[src/rtl/assert_macros.svh]
// assertion macros for the top level rtl file of the joystick block
// no dependencies; compiled out when SYNTHESIS is defined
`ifndef ASSERT_MACROS_SVH
`define ASSERT_MACROS_SVH
`ifndef SYNTHESIS
`define JPD_ASSERT(name, clk, rst_n, prop, msg) \
	name: assert property (@(posedge clk) disable iff (!rst_n) prop) else $error(msg);
`define JPD_NEVER(name, clk, rst_n, cond, msg) \
	name: assert property (@(posedge clk) disable iff (!rst_n) !(cond)) else $error(msg);
`else
`define JPD_ASSERT(name, clk, rst_n, prop, msg)
`define JPD_NEVER(name, clk, rst_n, cond, msg)
`endif
`endif

[src/rtl/jpd_pkg.sv]
// types and constants of the joystick percent and direction block
// no dependencies
package jpd_pkg;

	localparam int DIV_STEPS = 15;
	localparam int CNT_W = $clog2(DIV_STEPS);
	localparam int MOVE_STEP = 5;
	localparam int SENS_STEP = 9;
	localparam int PCT_MAX = 100;

	typedef enum logic [1:0] {
		REG_X_OFFSET    = 2'd0,
		REG_Y_OFFSET    = 2'd1,
		REG_SENSITIVITY = 2'd2
	} reg_idx_t;

	typedef enum logic [2:0] {
		DIR_NEUTRAL = 3'd0,
		DIR_RIGHT   = 3'd1,
		DIR_LEFT    = 3'd2,
		DIR_UP      = 3'd3,
		DIR_DOWN    = 3'd4
	} dir_t;

	typedef struct packed {
		logic              done;
		logic signed [7:0] pct;
	} lane_res_t;

endpackage

[src/rtl/jpd_lane.sv]
// one axis lane: offset removal, scaling by 100 and iterative restoring divide
// depends on jpd_pkg
module jpd_lane (
	input  logic               clk,
	input  logic               arst_n,
	input  logic               start,
	input  logic [7:0]         sample,
	input  logic signed [7:0]  offset,
	output jpd_pkg::lane_res_t res
);
	import jpd_pkg::*;

	logic signed [9:0] n;
	logic              neg;
	logic signed [8:0] d;
	logic              dz;
	logic [8:0]        mag_n;
	logic [14:0]       num;

	logic              busy_q;
	logic              fin_q;
	logic [CNT_W-1:0]  cnt_q;
	logic [14:0]       quo_q;
	logic [7:0]        rem_q;
	logic [7:0]        d_q;
	logic              neg_q;
	logic              dz_q;
	logic              nz_q;

	logic [8:0]        trial;
	logic [7:0]        diff;
	logic              ge;
	logic [6:0]        mag7;
	logic [7:0]        mag8;

	always_comb begin
		n = $signed({2'b00, sample}) - $signed({{2{offset[7]}}, offset}) - 10'sd127;
		neg = n[9];
		d = neg ? (9'sd127 + $signed({offset[7], offset}))
			: (9'sd127 - $signed({offset[7], offset}));
		dz = d[8] | (d == 9'sd0);
		mag_n = neg ? 9'(-n) : n[8:0];
		num = 15'(mag_n) * 15'(PCT_MAX);
	end

	always_comb begin
		trial = {rem_q, quo_q[14]};
		diff = trial[7:0] - d_q;
		ge = (trial >= {1'b0, d_q});
	end

	always_ff @(posedge clk or negedge arst_n) begin
		if (!arst_n) begin
			busy_q <= 1'b0;
			fin_q <= 1'b0;
			cnt_q <= '0;
		end else begin
			fin_q <= 1'b0;
			if (start) begin
				busy_q <= 1'b1;
				cnt_q <= '0;
			end else if (busy_q) begin
				cnt_q <= cnt_q + CNT_W'(1);
				if (cnt_q == CNT_W'(DIV_STEPS - 1)) begin
					busy_q <= 1'b0;
					fin_q <= 1'b1;
				end
			end
		end
	end

	always_ff @(posedge clk) begin
		if (start) begin
			quo_q <= num;
			rem_q <= '0;
			d_q <= d[7:0];
			neg_q <= neg;
			dz_q <= dz;
			nz_q <= (mag_n != 9'd0);
		end else if (busy_q) begin
			quo_q <= {quo_q[13:0], ge};
			rem_q <= ge ? diff : trial[7:0];
		end
	end

	always_comb begin
		if (dz_q) begin
			mag7 = nz_q ? 7'(PCT_MAX) : 7'd0;
		end else if ((|quo_q[14:7]) || (quo_q[6:0] > 7'(PCT_MAX))) begin
			mag7 = 7'(PCT_MAX);
		end else begin
			mag7 = quo_q[6:0];
		end
		mag8 = {1'b0, mag7};
		res.done = fin_q;
		res.pct = neg_q ? $signed(-mag8) : $signed(mag8);
	end

endmodule

[src/rtl/jpd_merge.sv]
// merge stage: movement test against held position, direction classifier,
// held state and result payload registers; depends on jpd_pkg
module jpd_merge (
	input  logic               clk,
	input  logic               arst_n,
	input  logic               commit,
	input  logic               button,
	input  logic [3:0]         sens,
	input  jpd_pkg::lane_res_t x_res,
	input  jpd_pkg::lane_res_t y_res,
	output logic               updated,
	output logic signed [7:0]  x_pct,
	output logic signed [7:0]  y_pct,
	output logic [2:0]         dir
);
	import jpd_pkg::*;

	logic signed [7:0] held_x_q;
	logic signed [7:0] held_y_q;
	dir_t              held_dir_q;
	logic              updated_q;

	logic signed [8:0] dx;
	logic signed [8:0] dy;
	logic [8:0]        adx;
	logic [8:0]        ady;
	logic              moved;
	logic              upd;
	logic [7:0]        th;
	logic signed [8:0] ths;
	logic signed [8:0] xs;
	logic signed [8:0] ys;
	logic [7:0]        ax;
	logic [7:0]        ay;
	logic              xdom;
	dir_t              dir_new;

	always_comb begin
		dx = $signed({x_res.pct[7], x_res.pct}) - $signed({held_x_q[7], held_x_q});
		dy = $signed({y_res.pct[7], y_res.pct}) - $signed({held_y_q[7], held_y_q});
		adx = dx[8] ? 9'(-dx) : 9'(dx);
		ady = dy[8] ? 9'(-dy) : 9'(dy);
		moved = (adx > 9'(MOVE_STEP)) || (ady > 9'(MOVE_STEP));
		upd = moved | button;
	end

	always_comb begin
		th = {4'b0000, sens} * 8'(SENS_STEP);
		ths = $signed({1'b0, th});
		xs = $signed({x_res.pct[7], x_res.pct});
		ys = $signed({y_res.pct[7], y_res.pct});
		ax = x_res.pct[7] ? 8'(-x_res.pct) : 8'(x_res.pct);
		ay = y_res.pct[7] ? 8'(-y_res.pct) : 8'(y_res.pct);
		xdom = (ax >= ay);
		if (xdom && (xs > ths)) begin
			dir_new = DIR_RIGHT;
		end else if (xdom && (xs < -ths)) begin
			dir_new = DIR_LEFT;
		end else if (!xdom && (ys > ths)) begin
			dir_new = DIR_UP;
		end else if (!xdom && (ys < -ths)) begin
			dir_new = DIR_DOWN;
		end else begin
			dir_new = DIR_NEUTRAL;
		end
	end

	always_ff @(posedge clk or negedge arst_n) begin
		if (!arst_n) begin
			held_x_q <= '0;
			held_y_q <= '0;
			held_dir_q <= DIR_NEUTRAL;
			updated_q <= 1'b0;
		end else if (commit) begin
			updated_q <= upd;
			if (upd) begin
				held_x_q <= x_res.pct;
				held_y_q <= y_res.pct;
				held_dir_q <= dir_new;
			end
		end
	end

	assign updated = updated_q;
	assign x_pct = held_x_q;
	assign y_pct = held_y_q;
	assign dir = held_dir_q;

endmodule

[src/rtl/joystick_percent_and_direction.sv]
// top level of the joystick percent and direction block: apb registers,
// item control, two axis lanes and the merge stage
// depends on jpd_pkg, jpd_lane, jpd_merge and assert_macros.svh
//
// channel   signals                                   width  role
// config    psel penable pwrite paddr pwdata prdata   32     offsets, sensitivity
// input     in_valid in_ready x_sample y_sample button 8/8/1 raw samples
// output    out_valid out_ready updated x_percent      1/8/8/3 held position
//           y_percent direction
//
// an item is loaded into both axis lanes on acceptance, runs 15 restoring
// divide steps in them side by side and is committed once the lanes signal
// done; the result then enters the output register.
// reset is asynchronous: clears held position, direction and offsets, sets sensitivity to 1.
// a stalled output holds the finished item in the lanes until the output
// register frees up; a new item is taken while a result waits in the output register, not in the lanes.
module joystick_percent_and_direction (
	input  logic              clk,
	input  logic              arst_n,
	input  logic              psel,
	input  logic              penable,
	input  logic              pwrite,
	input  logic [3:0]        paddr,
	input  logic [31:0]       pwdata,
	output logic [31:0]       prdata,
	output logic              pready,
	input  logic              in_valid,
	output logic              in_ready,
	input  logic [7:0]        x_sample,
	input  logic [7:0]        y_sample,
	input  logic              button,
	output logic              out_valid,
	input  logic              out_ready,
	output logic              updated,
	output logic signed [7:0] x_percent,
	output logic signed [7:0] y_percent,
	output logic [2:0]        direction
);
	import jpd_pkg::*;
	`include "assert_macros.svh"

	typedef enum logic [1:0] {
		ST_IDLE,
		ST_RUN,
		ST_HOLD
	} state_t;

	state_t            state_q;
	logic              out_valid_q;
	logic              button_q;
	logic signed [7:0] x_off_q;
	logic signed [7:0] y_off_q;
	logic [3:0]        sens_q;

	logic              wr_en;
	reg_idx_t          reg_idx;
	logic              start;
	logic              commit;
	lane_res_t         x_res;
	lane_res_t         y_res;

	assign pready = 1'b1;
	assign wr_en = psel & penable & pwrite;
	assign reg_idx = reg_idx_t'(paddr[3:2]);

	always_ff @(posedge clk or negedge arst_n) begin
		if (!arst_n) begin
			x_off_q <= '0;
			y_off_q <= '0;
			sens_q <= 4'd1;
		end else if (wr_en) begin
			case (reg_idx)
				REG_X_OFFSET: x_off_q <= pwdata[7:0];
				REG_Y_OFFSET: y_off_q <= pwdata[7:0];
				REG_SENSITIVITY: sens_q <= pwdata[3:0];
				default: ;
			endcase
		end
	end

	always_comb begin
		case (reg_idx)
			REG_X_OFFSET: prdata = {24'd0, x_off_q};
			REG_Y_OFFSET: prdata = {24'd0, y_off_q};
			REG_SENSITIVITY: prdata = {28'd0, sens_q};
			default: prdata = '0;
		endcase
	end

	assign in_ready = (state_q == ST_IDLE);
	assign start = in_valid & in_ready;
	assign commit = (((state_q == ST_RUN) && x_res.done) || (state_q == ST_HOLD))
		&& (!out_valid_q || out_ready);

	always_ff @(posedge clk or negedge arst_n) begin
		if (!arst_n) begin
			state_q <= ST_IDLE;
			out_valid_q <= 1'b0;
			button_q <= 1'b0;
		end else begin
			if (commit) begin
				out_valid_q <= 1'b1;
			end else if (out_ready) begin
				out_valid_q <= 1'b0;
			end
			case (state_q)
				ST_IDLE: begin
					if (start) begin
						button_q <= button;
						state_q <= ST_RUN;
					end
				end
				ST_RUN: begin
					if (x_res.done) begin
						state_q <= commit ? ST_IDLE : ST_HOLD;
					end
				end
				ST_HOLD: begin
					if (commit) begin
						state_q <= ST_IDLE;
					end
				end
				default: state_q <= ST_IDLE;
			endcase
		end
	end

	jpd_lane u_lane_x (
		.clk    (clk),
		.arst_n (arst_n),
		.start  (start),
		.sample (x_sample),
		.offset (x_off_q),
		.res    (x_res)
	);

	jpd_lane u_lane_y (
		.clk    (clk),
		.arst_n (arst_n),
		.start  (start),
		.sample (y_sample),
		.offset (y_off_q),
		.res    (y_res)
	);

	jpd_merge u_merge (
		.clk     (clk),
		.arst_n  (arst_n),
		.commit  (commit),
		.button  (button_q),
		.sens    (sens_q),
		.x_res   (x_res),
		.y_res   (y_res),
		.updated (updated),
		.x_pct   (x_percent),
		.y_pct   (y_percent),
		.dir     (direction)
	);

	assign out_valid = out_valid_q;

	`JPD_ASSERT(a_lanes_in_step, clk, arst_n, x_res.done == y_res.done, "lanes out of step")
	`JPD_ASSERT(a_x_range, clk, arst_n, x_percent <= 8'sd100 && x_percent >= -8'sd100, "x range")
	`JPD_ASSERT(a_y_range, clk, arst_n, y_percent <= 8'sd100 && y_percent >= -8'sd100, "y range")
	`JPD_ASSERT(a_dir_code, clk, arst_n, direction <= DIR_DOWN, "bad direction code")
	`JPD_ASSERT(a_held_change, clk, arst_n, $changed(x_percent) |-> updated, "stray x change")
	`JPD_NEVER(a_done_idle, clk, arst_n, x_res.done && state_q != ST_RUN, "done outside run")

endmodule

[config.mk]
export PLATFORM = sky130hd
export DESIGN_NAME = joystick_percent_and_direction
export DESIGN_NICKNAME = d
export VERILOG_FILES = /design/src/rtl/jpd_pkg.sv /design/src/rtl/jpd_lane.sv /design/src/rtl/jpd_merge.sv /design/src/rtl/joystick_percent_and_direction.sv
export VERILOG_INCLUDE_DIRS = /design/src /design/src/rtl
export SDC_FILE = /design/constraint.sdc
export NUM_CORES = 1
export LEC_CHECK = 0
export ABC_AREA = 1
export BUFFER_PORTS_ARGS = -buffer_cell sky130_fd_sc_hd__buf_2
export CORE_UTILIZATION = 40
export CTS_BUF_LIST = sky130_fd_sc_hd__clkbuf_8
export DETAILED_ROUTE_END_ITERATION = 8
export GPL_ROUTABILITY_DRIVEN = 0
export PLACE_DENSITY_LB_ADDON = 0.2
export SYNTH_ARGS = -nofsm -noshare
export SYNTH_HDL_FRONTEND = slang
export SYNTH_SLANG_ARGS = --single-unit
[constraint.sdc]
create_clock -name clk -period 6.4 [get_ports clk]
set_clock_uncertainty 0.1 [all_clocks]
set_input_delay 1.92 -clock clk [delete_from_list [all_inputs] [get_ports clk]]
set_output_delay 1.92 -clock clk [all_outputs]
set_load 0.02 [all_outputs]
==> reports/qor.txt <==
Hold Crit Start -> u_lane_x.fin_q$_DFF_PN0_
mean cell area of the mapped netlist -> 7.28 µm²
Worst EP arrival -> 6.16 ns
total grt overflow -> 0
placed cell count -> 2168
commonest non-fill, non-tap cells in the layout -> 441 x nand2_1, 286 x inv_1, 182 x ha_1
Port Buffer Count -> 63
Final setup viols -> 0
EDFF count, synth -> 48
CTS tree -> yes
RR Startpoint -> u_lane_y.quo_q[14]$_DFFE_PP_
R2R Setup Slk -> 1.14 ns
footprint of the multi-input gates -> 7740 µm²
drt pass-1 iters -> 5
synth warn -> 0
largest net degree at the start of global routing -> 56
Filler cells -> 3076
Critical-path top delay cell -> fa_1
commonest non-fill, non-tap cell in the layout -> nand2_1
Setup WS post-layout -> 0.336 ns
Setup crit start kind -> input pin
post-synthesis sequential area ratio -> 26.4%
initial antenna violation count -> 0
DR DRC count -> 0
Vias per Instance -> 4.79
Clk Latency, worst-skew pair -> 0.46 ns
CTS buffer count -> 17
hold path cells -> 1
Synth async-reset ratio -> 44.7%
die area -> 31100 µm²
Total GRT Usage -> 18.9%
fin nets -> 2060
Yosys reg bits -> 123
fin. max-slew vios -> 0
FF-to-FF End -> u_merge.y_pct[0]$_DFFE_PN0P_
CP endpoint kind -> register
clock root buffer -> clkbuf_8
final cell count without fillers -> 2201
Die Span X -> 176 µm
cell area after synthesis -> 12200 µm²
Synth cell types -> 52
wire per inst -> 12.6 µm
f_max -> 0.165 GHz
Synth area leaders -> ha_1 19%, nand2_1 14%, edfxtp_1 12%
core box area -> 29800 µm²
R2R cell count -> 26
CP startpoint -> y_sample[1]
worst hold endpoint -> state_q[0]$_DFFE_PN0P_
post-synth top area share -> 19.1%
status -> complete, no violations
share of cells above drive strength 1 -> 11.1%
post-cts hold buffer count -> 0
sequential cell area -> 3220 µm²
CP Data Required Time -> 6.50 ns
drt total wl -> 27700 µm
I/O pin total -> 115
drt initial violations -> 543
deepest clock path buffer count -> 2
Most used DFF post-synth -> dfrtp_1
Worst Setup Path Type -> input pin to register
antenna cells -> 0
global-route wire length before repair -> 47900 µm
Synth area leader -> ha_1
vias -> 10500
most frequent CP cell -> ha_1
Post-DP HPWL -> 22100 µm
min cycle time layout -> 6.06 ns
Max-Cap Viols -> 0
Core Util, Final -> 46.0%
headroom to the max-slew limit -> 44.5%
vias in the first global route -> 10200
Least-Margin Pin Slew -> 0.831 ns
Final Hold Vio Count -> 0
CTS Sinks -> 123
antenna violation net count after detailed routing -> 0
Crit Path Max Fanout -> 3
Setup TNS Final -> 0 ns
Starting Density -> 40.9%
final period utilization -> 94.7%
row count -> 63
Hold Path Class -> register to register
area grow syn2layout -> 12.7%
die height -> 176 µm
htree depth -> 4
largest stage delay on the critical path -> 0.52 ns
dpl ws -> -0.209 ns
Clk pin slew, worst setup/hold paths -> 0.09 ns
cell count after synthesis -> 1673
==> metal layers <==
layer | up-vias | wire length (µm) | share of wire (%) | GRT usage, %
met4 | 0 | 259 | 0.93 | 4.56
met2 | 174 | 12800 | 46 | 32.5
met1 | 4710 | 13700 | 50 | 25.1
li1 | 5637 | - | - | -
met5 | - | 0 | 0 | 0
met3 | 19 | 891 | 3.2 | 2.24
==> layout make-up <==
class                      instances  area share [%]
multi-input combinational       1238            56.4
sequential                       123            23.5
inverter                         294            8.08
timing repair buffer             124            5.64
tap                              390            3.56
clock buffer                      17            1.71
clock inverter                    15            1.11
==> metrics by stage <==
stage | cell area (µm²) | hold WS, ns
6_report | 13700 | 0.362
5_1_grt | 13700 | 0.376
4_1_cts | 13700 | 0.365
3_5_place_dp | 13300 | 0.350
3_3_place_gp | 13300 | 0.343
2_1_floorplan | 12300 | 0.330
==> worst max-delay path by stage <==
stage | end | slack, ns | cells past startpoint
after CTS | u_lane_y.quo_q[13]$_DFFE_PP_ | 0.28 | 28
after detailed placement | u_lane_x.quo_q[13]$_DFFE_PP_ | -0.21 | 27
after global routing | u_lane_x.quo_q[13]$_DFFE_PP_ | -0.0005 | 27
final | u_lane_y.quo_q[14]$_DFFE_PP_ | 0.34 | 26
after global placement | u_lane_y.quo_q[13]$_DFFE_PP_ | -0.17 | 28
after floorplan | u_lane_y.quo_q[14]$_DFFE_PP_ | 0.004 | 27
==> registers in the layout (all words and copies together) (netlist names), 2 cells and up <==
register	flops
sens_q	4
state_q	2
u_lane_x.cnt_q	4
u_lane_x.d_q	8
u_lane_x.quo_q	15
u_lane_x.rem_q	8
u_lane_y.cnt_q	4
u_lane_y.d_q	8
u_lane_y.quo_q	15
u_lane_y.rem_q	8
u_merge.dir	3
u_merge.x_pct	8
u_merge.y_pct	8
x_off_q	8
y_off_q	8
==> Yosys cell counts (3+ instances only) <==
library cell,instances
a21oi_1,57
nand3_2,5
a22o_1,6
o21ai_0,84
nor4_1,5
nor2_1,101
inv_2,4
and3_1,3
buf_4,27
o31ai_1,6
nand2_2,13
o21ai_1,3
edfxtp_1,48
or2_2,4
clkinv_1,3
dfxtp_1,20
a211oi_1,3
dfrtp_1,54
fa_1,16
nand4_1,20
o22ai_1,18
nor3_1,11
o211ai_1,5
nand3b_1,12
xnor2_1,15
inv_1,285
nand3_1,113
nand2_1,442
xor2_1,58
clkbuf_1,12
ha_1,186
o221ai_1,4
==> worst max-delay path, delay by kind of cell <==
family / cells / cell delay (ns)
XOR/XNOR: 3 / 0.52
AO/OA/AOI/OAI: 4 / 0.45
buffers and inverters: 7 / 0.52
AND/OR/NAND/NOR: 5 / 0.46
adder cells (fa/ha/maj): 7 / 2.27
==> kinds of logic (layout without fill, tap and decap cells) <==
| kind of cell | count (synthesis) | after routing | share of synthesized area, % |
|---|---|---|---|
| AND/OR/NAND/NOR | 737 | 737 | 25.8 |
| buffers and inverters | 337 | 450 | 11.4 |
| adder cells (fa/ha/maj) | 202 | 202 | 21.7 |
| AO/OA/AOI/OAI | 199 | 199 | 9.26 |
| flip-flops | 123 | 123 | 26.4 |
| XOR/XNOR | 73 | 73 | 5.25 |
| other | 2 | 27 | 0.0617 |
==> repair_timing <==
action	4_1_cts	5_1_grt
gates resized for setup	0	11
endpoints found under the setup margin	0	4
buffers inserted	0	1
hold endpoints to repair	0	0
Power is left out: the tool's default activity adds up to more than one toggle a clock period on the data nets, which glitch-free logic cannot reach.
